$ cat src/design/gpmd_pkg.sv
package gpmd_pkg;

   localparam int OPND_W          = 32;
   localparam int RES_W           = 2 * OPND_W - 1;
   localparam int SHIFT_W         = $clog2(OPND_W);
   localparam int DEFAULT_WIDTH   = 32;
   localparam int STEPS_PER_STAGE = 4;

   typedef logic [OPND_W-1:0] opnd_type;
   typedef logic [RES_W-1:0]  res_type;

   localparam logic CMD_MUL = 1'b0;
   localparam logic CMD_DIV = 1'b1;

   // Working set carried down the pipeline
   typedef struct packed {
      logic               cmd;
      logic               dz;
      opnd_type           a;
      opnd_type           b;
      opnd_type           bn;
      logic [SHIFT_W-1:0] shift;
      opnd_type           rem;
      opnd_type           quo;
      res_type            prod;
   } stage_type;

endpackage

$ cat src/design/gpmd_if.sv
interface gpmd_req_if;
   import gpmd_pkg::*;

   logic     valid;
   logic     ready;
   logic     cmd;
   opnd_type operand_a;
   opnd_type operand_b;

   modport source (output valid, cmd, operand_a, operand_b, input ready);
   modport sink   (input valid, cmd, operand_a, operand_b, output ready);
endinterface

interface gpmd_rsp_if;
   import gpmd_pkg::*;

   logic     valid;
   logic     ready;
   res_type  main_result;
   opnd_type remainder;
   logic     divide_by_zero;

   modport source (output valid, main_result, remainder, divide_by_zero, input ready);
   modport sink   (input valid, main_result, remainder, divide_by_zero, output ready);
endinterface

$ cat src/design/gf2_poly_mul_div_unit.sv
// Carry-less multiply and polynomial divide over GF(2).
//
// req_chan carries one beat per operand pair: cmd (multiply or divide),
// operand_a and operand_b; bits at and above WIDTH are ignored.
// rsp_chan returns exactly one beat per request, in order: main_result
// (product, or quotient in the low bits), remainder and divide_by_zero.
//
// Throughput: one beat per cycle while the receiver does not stall. Each
// request beat passes through the step pipeline: an entry stage finds the
// divisor degree and left-aligns the divisor, then each following stage
// does four shift-and-XOR steps of both the long division and the
// carry-less product.
//
// A zero divisor raises divide_by_zero and returns quotient 0 with the
// dividend as remainder.
//
// Reset empties every stage; payload registers are not cleared. When the
// receiver stalls, each stage holds its beat and only free stages advance,
// so request ready drops once the whole pipeline is full.
module gf2_poly_mul_div_unit #(
   parameter int WIDTH = gpmd_pkg::DEFAULT_WIDTH
) (
   input  logic              clock,
   input  logic              reset,
   gpmd_req_if.sink          req_chan,
   gpmd_rsp_if.source        rsp_chan
);
   import gpmd_pkg::*;

   localparam int NUM_STAGES = (WIDTH + STEPS_PER_STAGE - 1) / STEPS_PER_STAGE;
   localparam opnd_type OPND_MASK = OPND_W'((64'd1 << WIDTH) - 64'd1);

   stage_type stage_ff [0:NUM_STAGES];
   stage_type stage_in [0:NUM_STAGES];
   logic      vld_ff   [0:NUM_STAGES];
   logic      adv      [0:NUM_STAGES+1];

   // Ready chain: a stage may take a beat when empty or when it moves on
   assign adv[NUM_STAGES+1] = rsp_chan.ready;
   for (genvar j = NUM_STAGES; j >= 0; j--) begin : g_adv
      assign adv[j] = !vld_ff[j] || adv[j+1];
   end
   assign req_chan.ready = adv[0];

   // Entry stage: mask operands, find divisor degree, left-align divisor
   always_comb begin : entry_comb
      opnd_type           a_m;
      opnd_type           b_m;
      logic [SHIFT_W-1:0] deg;
      a_m = req_chan.operand_a & OPND_MASK;
      b_m = req_chan.operand_b & OPND_MASK;
      deg = '0;
      for (int i = 0; i < WIDTH; i++) begin
         if (b_m[i]) begin
            deg = SHIFT_W'(i);
         end
      end
      stage_in[0].cmd   = req_chan.cmd;
      stage_in[0].dz    = (req_chan.cmd == CMD_DIV) && (b_m == '0);
      stage_in[0].a     = a_m;
      stage_in[0].b     = b_m;
      stage_in[0].shift = SHIFT_W'(WIDTH - 1) - deg;
      stage_in[0].bn    = b_m << stage_in[0].shift;
      stage_in[0].rem   = a_m;
      stage_in[0].quo   = '0;
      stage_in[0].prod  = '0;
   end

   // Step stages: four division and product steps each
   for (genvar j = 1; j <= NUM_STAGES; j++) begin : g_step
      always_comb begin : step_comb
         stage_type          p;
         logic [SHIFT_W:0]   k_idx;
         logic               qbit;
         p = stage_ff[j-1];
         qbit = 1'b0;
         for (int l = 0; l < STEPS_PER_STAGE; l++) begin
            k_idx = (SHIFT_W + 1)'((j - 1) * STEPS_PER_STAGE + l);
            if ((j - 1) * STEPS_PER_STAGE + l < WIDTH) begin
               // product: fold in the shifted multiplier for each set bit
               if (p.a[(j - 1) * STEPS_PER_STAGE + l]) begin
                  p.prod = p.prod ^ (RES_W'(p.b) << ((j - 1) * STEPS_PER_STAGE + l));
               end
               // division: steps run while the position is at or above the divisor degree
               if ({1'b0, p.shift} >= k_idx) begin
                  qbit = p.rem[WIDTH - 1 - ((j - 1) * STEPS_PER_STAGE + l)];
                  if (qbit) begin
                     p.rem = p.rem ^ (p.bn >> ((j - 1) * STEPS_PER_STAGE + l));
                  end
                  p.quo = {p.quo[OPND_W-2:0], qbit};
               end
            end
         end
         stage_in[j] = p;
      end
   end

   // Stage registers: advance where the ready chain allows, else hold
   always_ff @(posedge clock) begin
      for (int j = 0; j <= NUM_STAGES; j++) begin
         if (reset) begin
            vld_ff[j] <= 1'b0;
         end else if (adv[j]) begin
            vld_ff[j] <= (j == 0) ? req_chan.valid : vld_ff[(j == 0) ? 0 : j - 1];
         end
         if (adv[j]) begin
            stage_ff[j] <= stage_in[j];
         end
      end
   end

   // Response formatting from the last stage
   always_comb begin
      rsp_chan.valid = vld_ff[NUM_STAGES];
      if (stage_ff[NUM_STAGES].cmd == CMD_MUL) begin
         rsp_chan.main_result    = stage_ff[NUM_STAGES].prod;
         rsp_chan.remainder      = '0;
         rsp_chan.divide_by_zero = 1'b0;
      end else if (stage_ff[NUM_STAGES].dz) begin
         rsp_chan.main_result    = '0;
         rsp_chan.remainder      = stage_ff[NUM_STAGES].a;
         rsp_chan.divide_by_zero = 1'b1;
      end else begin
         rsp_chan.main_result    = RES_W'(stage_ff[NUM_STAGES].quo);
         rsp_chan.remainder      = stage_ff[NUM_STAGES].rem;
         rsp_chan.divide_by_zero = 1'b0;
      end
   end

endmodule

$ cat src/flat_wrapper.sv
// flat-port wrapper written by rule: the top's interface ports become plain ports
module gf2_poly_mul_div_unit_flat import gpmd_pkg::*;
#(
   parameter int WIDTH = gpmd_pkg::DEFAULT_WIDTH
)
  (clock, reset, req_chan_valid, req_chan_cmd, req_chan_operand_a, req_chan_operand_b, req_chan_ready, rsp_chan_valid, rsp_chan_main_result, rsp_chan_remainder, rsp_chan_divide_by_zero, rsp_chan_ready);
  gpmd_req_if req_chan_i ();
  gpmd_rsp_if rsp_chan_i ();
  input  logic clock;
  input  logic reset;
  input wire logic [$bits(req_chan_i.valid)-1:0] req_chan_valid;
  input wire logic [$bits(req_chan_i.cmd)-1:0] req_chan_cmd;
  input wire logic [$bits(req_chan_i.operand_a)-1:0] req_chan_operand_a;
  input wire logic [$bits(req_chan_i.operand_b)-1:0] req_chan_operand_b;
  output wire logic [$bits(req_chan_i.ready)-1:0] req_chan_ready;
  output wire logic [$bits(rsp_chan_i.valid)-1:0] rsp_chan_valid;
  output wire logic [$bits(rsp_chan_i.main_result)-1:0] rsp_chan_main_result;
  output wire logic [$bits(rsp_chan_i.remainder)-1:0] rsp_chan_remainder;
  output wire logic [$bits(rsp_chan_i.divide_by_zero)-1:0] rsp_chan_divide_by_zero;
  input wire logic [$bits(rsp_chan_i.ready)-1:0] rsp_chan_ready;
  assign req_chan_i.valid = req_chan_valid;
  assign req_chan_i.cmd = req_chan_cmd;
  assign req_chan_i.operand_a = req_chan_operand_a;
  assign req_chan_i.operand_b = req_chan_operand_b;
  assign req_chan_ready = req_chan_i.ready;
  assign rsp_chan_valid = rsp_chan_i.valid;
  assign rsp_chan_main_result = rsp_chan_i.main_result;
  assign rsp_chan_remainder = rsp_chan_i.remainder;
  assign rsp_chan_divide_by_zero = rsp_chan_i.divide_by_zero;
  assign rsp_chan_i.ready = rsp_chan_ready;
  gf2_poly_mul_div_unit #(.WIDTH(WIDTH)) u_core (.clock(clock), .reset(reset), .req_chan(req_chan_i), .rsp_chan(rsp_chan_i));
endmodule
$ cat config.mk
export PLATFORM = sky130hd
export DESIGN_NAME = gf2_poly_mul_div_unit_flat
export DESIGN_NICKNAME = d
export VERILOG_FILES = /design/src/design/gpmd_pkg.sv /design/src/design/gpmd_if.sv /design/src/design/gf2_poly_mul_div_unit.sv /design/src/flat_wrapper.sv
export SDC_FILE = /design/constraint.sdc
export NUM_CORES = 2
export LEC_CHECK = 0
export ABC_AREA = 1
export BUFFER_PORTS_ARGS = -buffer_cell sky130_fd_sc_hd__buf_2
export CAP_MARGIN = 20
export CORE_MARGIN = 3
export CORE_UTILIZATION = 55
export CTS_CLUSTER_DIAMETER = 40
export DETAILED_ROUTE_END_ITERATION = 8
export PLACE_DENSITY = 0.71
export SLEW_MARGIN = 30
export SYNTH_ARGS = -nofsm -noshare
export SYNTH_HDL_FRONTEND = slang
export SYNTH_SLANG_ARGS = --single-unit
$ cat constraint.sdc
create_clock -name clock -period 52.8 [get_ports clock]
set_input_delay 7.92 -clock clock [delete_from_list [all_inputs] [get_ports clock]]
set_output_delay 7.92 -clock clock [all_outputs]
set_load 0.01 [all_outputs]
## Word level (Yosys, flattened, before mapping)

Memories as Yosys holds them, arrays and structs flattened.
Index checks and enable logic that the tools add are counted.

| word-level totals | value |
|---|---|
| register bits after elaboration | 0 |
| RAM bits | 2079 |
| input port bits | 69 |
| output and inout bits | 98 |
| logic and storage cells | 307 |
| memories kept | 2 |

| cells by class | value |
|---|---|
| $add $sub $neg | 1 |
| $lt $le $gt $ge | 31 |
| shifts and indexed selects | 1 |
| mux-type cells | 179 |
| bitwise gates (word level) | 73 |
| reduce and logical (&&, ||, !) cells | 20 |

Memory list:

| memory | depth | width | read ports | clocked after Yosys merged registers in | wr ports | line | RTL |
|---|---|---|---|---|---|---|---|
| u_core.stage_ff | 9 | 230 | 9 | 0 | 9 | gf2_poly_mul_div_unit.sv:33 | `stage_type stage_ff [0:NUM_STAGES];` |
| u_core.vld_ff | 9 | 1 | 9 | 0 | 9 | gf2_poly_mul_div_unit.sv:35 | `logic vld_ff [0:NUM_STAGES];` |

Operators with widths:

| cell | count |
|---|---|
| $mux W63 | 33 |
| $mux W64 | 31 |
| $mux W32 | 35 |
| $mux W5 | 30 |
| $ge A5 B5 Y1 const B | 16 |
| $xor A63 B32 Y63 | 1 |
| $xor A63 B33 Y63 | 1 |
| $xor A63 B34 Y63 | 1 |
| $xor A63 B35 Y63 | 1 |
| $xor A63 B36 Y63 | 1 |
| $xor A63 B37 Y63 | 1 |
| $xor A63 B38 Y63 | 1 |
| $xor A63 B39 Y63 | 1 |
| $xor A63 B40 Y63 | 1 |
| $xor A63 B41 Y63 | 1 |
| $xor A63 B42 Y63 | 1 |
| $xor A63 B43 Y63 | 1 |
| $xor A63 B44 Y63 | 1 |
| $xor A63 B45 Y63 | 1 |
| $xor A63 B46 Y63 | 1 |
| $xor A63 B47 Y63 | 1 |
| $xor A63 B48 Y63 | 1 |
| $xor A63 B49 Y63 | 1 |
| $xor A63 B50 Y63 | 1 |
| 57 further kinds | 141 |

## Logic depth before layout (Yosys ltp)

| logic depth | value |
|---|---|
| word-level depth | 33 |
| depth in mapped cells | 39 |
| gate-level depth less buffers | 39 |

## Least setup slack after synthesis

OpenSTA, ideal clock, no wires.

| timing path | value |
|---|---|
| path type | input -> output |
| start | in rsp_chan_ready |
| end | out req_chan_ready |
| arrival time | 34585 ps |
| data required time | 44880 ps |
| setup slack | 10295 ps |
| stages on the path | 14 |
| path through | nor2_1 > inv_1 > nor2_1 > nand2_1 > inv_1 > nand2_1 > nor2_1 > inv_1 > nor2_1 > nand2_1 > inv_1 > nand2_1 > nor2_1 > inv_1 |

RTL lines:

| element | line | RTL |
|---|---|---|
| start: declaration | flat_wrapper.sv:20 | `input wire logic [$bits(rsp_chan_i.ready)-1:0] rsp_chan_ready;` |
| end: declaration | flat_wrapper.sv:15 | `output wire logic [$bits(req_chan_i.ready)-1:0] req_chan_ready;` |

==> out/results.txt <==
core area - 0.136 mm^2
post-cts resize count - 0
TritonCTS Buffers - 191
grt total ovfl - 0
Setup crit end kind - output pin
# Max-Cap Violations - 0
initial antenna violation count - 0
RSZ-0062 raised after global routing - false
most common cell after layout, fill and taps aside - nand2_1
commonest non-fill, non-tap cells in the layout - 2007 x nand2_1, 1547 x edfxtp_1, 840 x xnor2_1
maximum clock path buffer count - 3
Max transition margin - 37.4%
crit-path max FO - 63
Total Routed Length - 156000 um
Root Buffer Master - clkbuf_16
Top Ports - 167
DIE HEIGHT - 376 um
Synth Instances - 6846
status - finished clean
input/output buffers - 166
Clk Latency, worst-skew pair - 0.81 ns
Setup Viol. Count Final - 0
final instance area - 0.0845 mm^2
FF+latch count, synth - 1547
Final Hold Viols - 0
synth warn - 0
CTS tree - yes
vias in the first global route - 44.2k
pin slew with the least headroom to its limit - 0.935 ns
Synth-to-Final Area Change - 12.1%
Post-DP Area - 0.0781 mm^2
Starting Density - 55.5%
Pwr per Cell Area - 43.9 mW/mm^2
H-tree Lvls - 4
final slew viol count - 0
filler cell count in the final layout - 10.6k
VDD IR max - 0.0300 mV
pin count of the biggest net entering global routing - 143
fmax - 0.0477 GHz
fin nets - 7089
row count - 135
Setup Skew - 0.0248 ns
Via Count - 46.3k
hold_buf cts - 0
Arr. time, crit path - 13.05 ns
Critical Path Start Type - input port
Seq/Total Area, Yosys - 61.6%
share of layout cells above drive strength 1 - 8.49%
Cell variety after synth - 45
worst slack, placed - 31.73 ns
worst min path class - reg -> reg
die footprint - 0.142 mm^2
ratio of final minimum period to clock period - 39.7%
Post-DRT Antenna Nets - 0
Setup CP Type - in -> out
drt via density - 5.17
final HPWL from detailed placement - 113000 um
Tmin final - 20.97 ns
Req. time, crit path - 44.88 ns
worst setup margin - 31.83 ns
DIE WIDTH - 376 um
GP Congestion - 0.903
Clock transition at path regs - 0.06 ns
first-pass GRT wire length - 248000 um
DRC violation total after the first TritonRoute iteration - 3454
P_leak - 0.0335 uW
DRC viols - 0
Avg Synthesized Cell Area - 11.0 um^2
Tot GR Track Use - 22.2%
postcts setup bufs - 0
Routed wire per std cell - 17.4 um
TNS Setup - 0 ns
CTS sink cnt - 1547
mapped cell area - 0.0754 mm^2
Antenna Cells - 0
Synth Net Count - 6915
drt first pass iters - 5
kinds of logic (layout without fill, tap and decap cells):
| family | count (synthesis) | in the layout | share of synthesized area [%] |
|---|---|---|---|
| AO/OA/AOI/OAI | 443 | 443 | 3.50 |
| XOR/XNOR | 1457 | 1457 | 16.9 |
| multiplexers | 32 | 32 | 0.425 |
| flip-flops | 1547 | 1547 | 61.6 |
| AND/OR/NAND/NOR | 2562 | 2562 | 13.5 |
| buffers and inverters | 805 | 1142 | 4.06 |
cell type report:
class | count | area [um^2] | area share (%)
clock buffers | 209 | 4910 | 5.81
clock inverters | 147 | 1420 | 1.68
inverters | 542 | 2060 | 2.44
multi-input cells | 4494 | 25900 | 30.7
flip-flops and latches | 1547 | 46500 | 55.0
well taps | 1781 | 2230 | 2.64
repair buffers | 244 | 1480 | 1.75
cells in the mapped netlist, drive strengths merged:
cell	number	area share (%)
nand2	2014	10
edfxtp	1547	62
xnor2	840	9.8
xor2	617	7.2
inv	534	2.7
nand3	272	1.8
clkbuf	237	1.2
nor2	220	1.2
o21ai	192	1.3
a21oi	73	0.48
o22ai	45	0.37
mux2i	32	0.42
a221oi	30	0.35
a31oi	28	0.24
nor3	28	0.19
buf	26	0.18
o211ai	22	0.22
nor4	14	0.13
o221ai	13	0.15
o21a	12	0.12
or2	9	0.075
clkinv	8	0.040
a211oi	6	0.060
o21bai	6	0.060
a22oi	5	0.050
nand4	3	0.025
a211o	2	0.023
a21boi	2	0.020
and3	2	0.017
o2111ai	2	0.023
o311ai	2	0.023
a21o	1	0.010
a221o	1	0.013
o31ai	1	0.010
critical path, cell delays in order:
cell and delay, ns:
buf_2 0.11, nor2_1 0.31, inv_6 0.21, nor2_1 0.50, nand2_4 0.51, inv_1 0.26
nand2_4 0.43, nor2_1 0.51, inv_6 0.23, nor2_1 0.44, nand2_4 0.42, inv_1 0.25
nand2_4 0.15, nor2_1 0.26, inv_4 0.23, buf_2 0.22
registers in the layout (all words and copies together) (netlist names):
register,flops
u_core.stage_ff,1538
u_core.vld_ff,9
power breakdown:
part	internal (uW)	leakage, uW	switching, uW
registers	1680	0.0167	141
logic	291	0.0137	326
clock network	750	0.00307	520
through the flow:
| stage | power (uW) | hold slack, ns | std cells | utilization [%] |
|---|---|---|---|---|
| floorplan | 2280 | 0.400 | 6846 | - |
| global placement | 2450 | 0.401 | 8601 | 57.5 |
| detailed placement | 2470 | 0.405 | 8607 | 57.5 |
| CTS | 3740 | 0.403 | 8963 | 62.2 |
| global route | 3890 | 0.417 | 8964 | 62.2 |
| finish | 3710 | 0.410 | 8964 | 62.2 |
metal layers:
layer	vias to the layer above	global-route usage, %	part of all wire, %
met5	-	0	0
met4	0	8.24	3.5
met2	1110	36.0	47
met1	22000	30.4	45
met3	279	3.76	5.0
li1	22900	-	-
final timing paths:
path,cells after the start,start,slack [ns],to
setup reg to reg,16,u_core.vld_ff[8],46.69,u_core.stage_ff[0][224]
hold / removal,0,u_core.stage_ff[0][919],0.41,u_core.stage_ff[0][1149]
hold reg to reg,0,u_core.stage_ff[0][919],0.41,u_core.stage_ff[0][1149]
setup / recovery,16,rsp_chan_ready,31.83,req_chan_ready
Power figures use the tool's default switching activity.
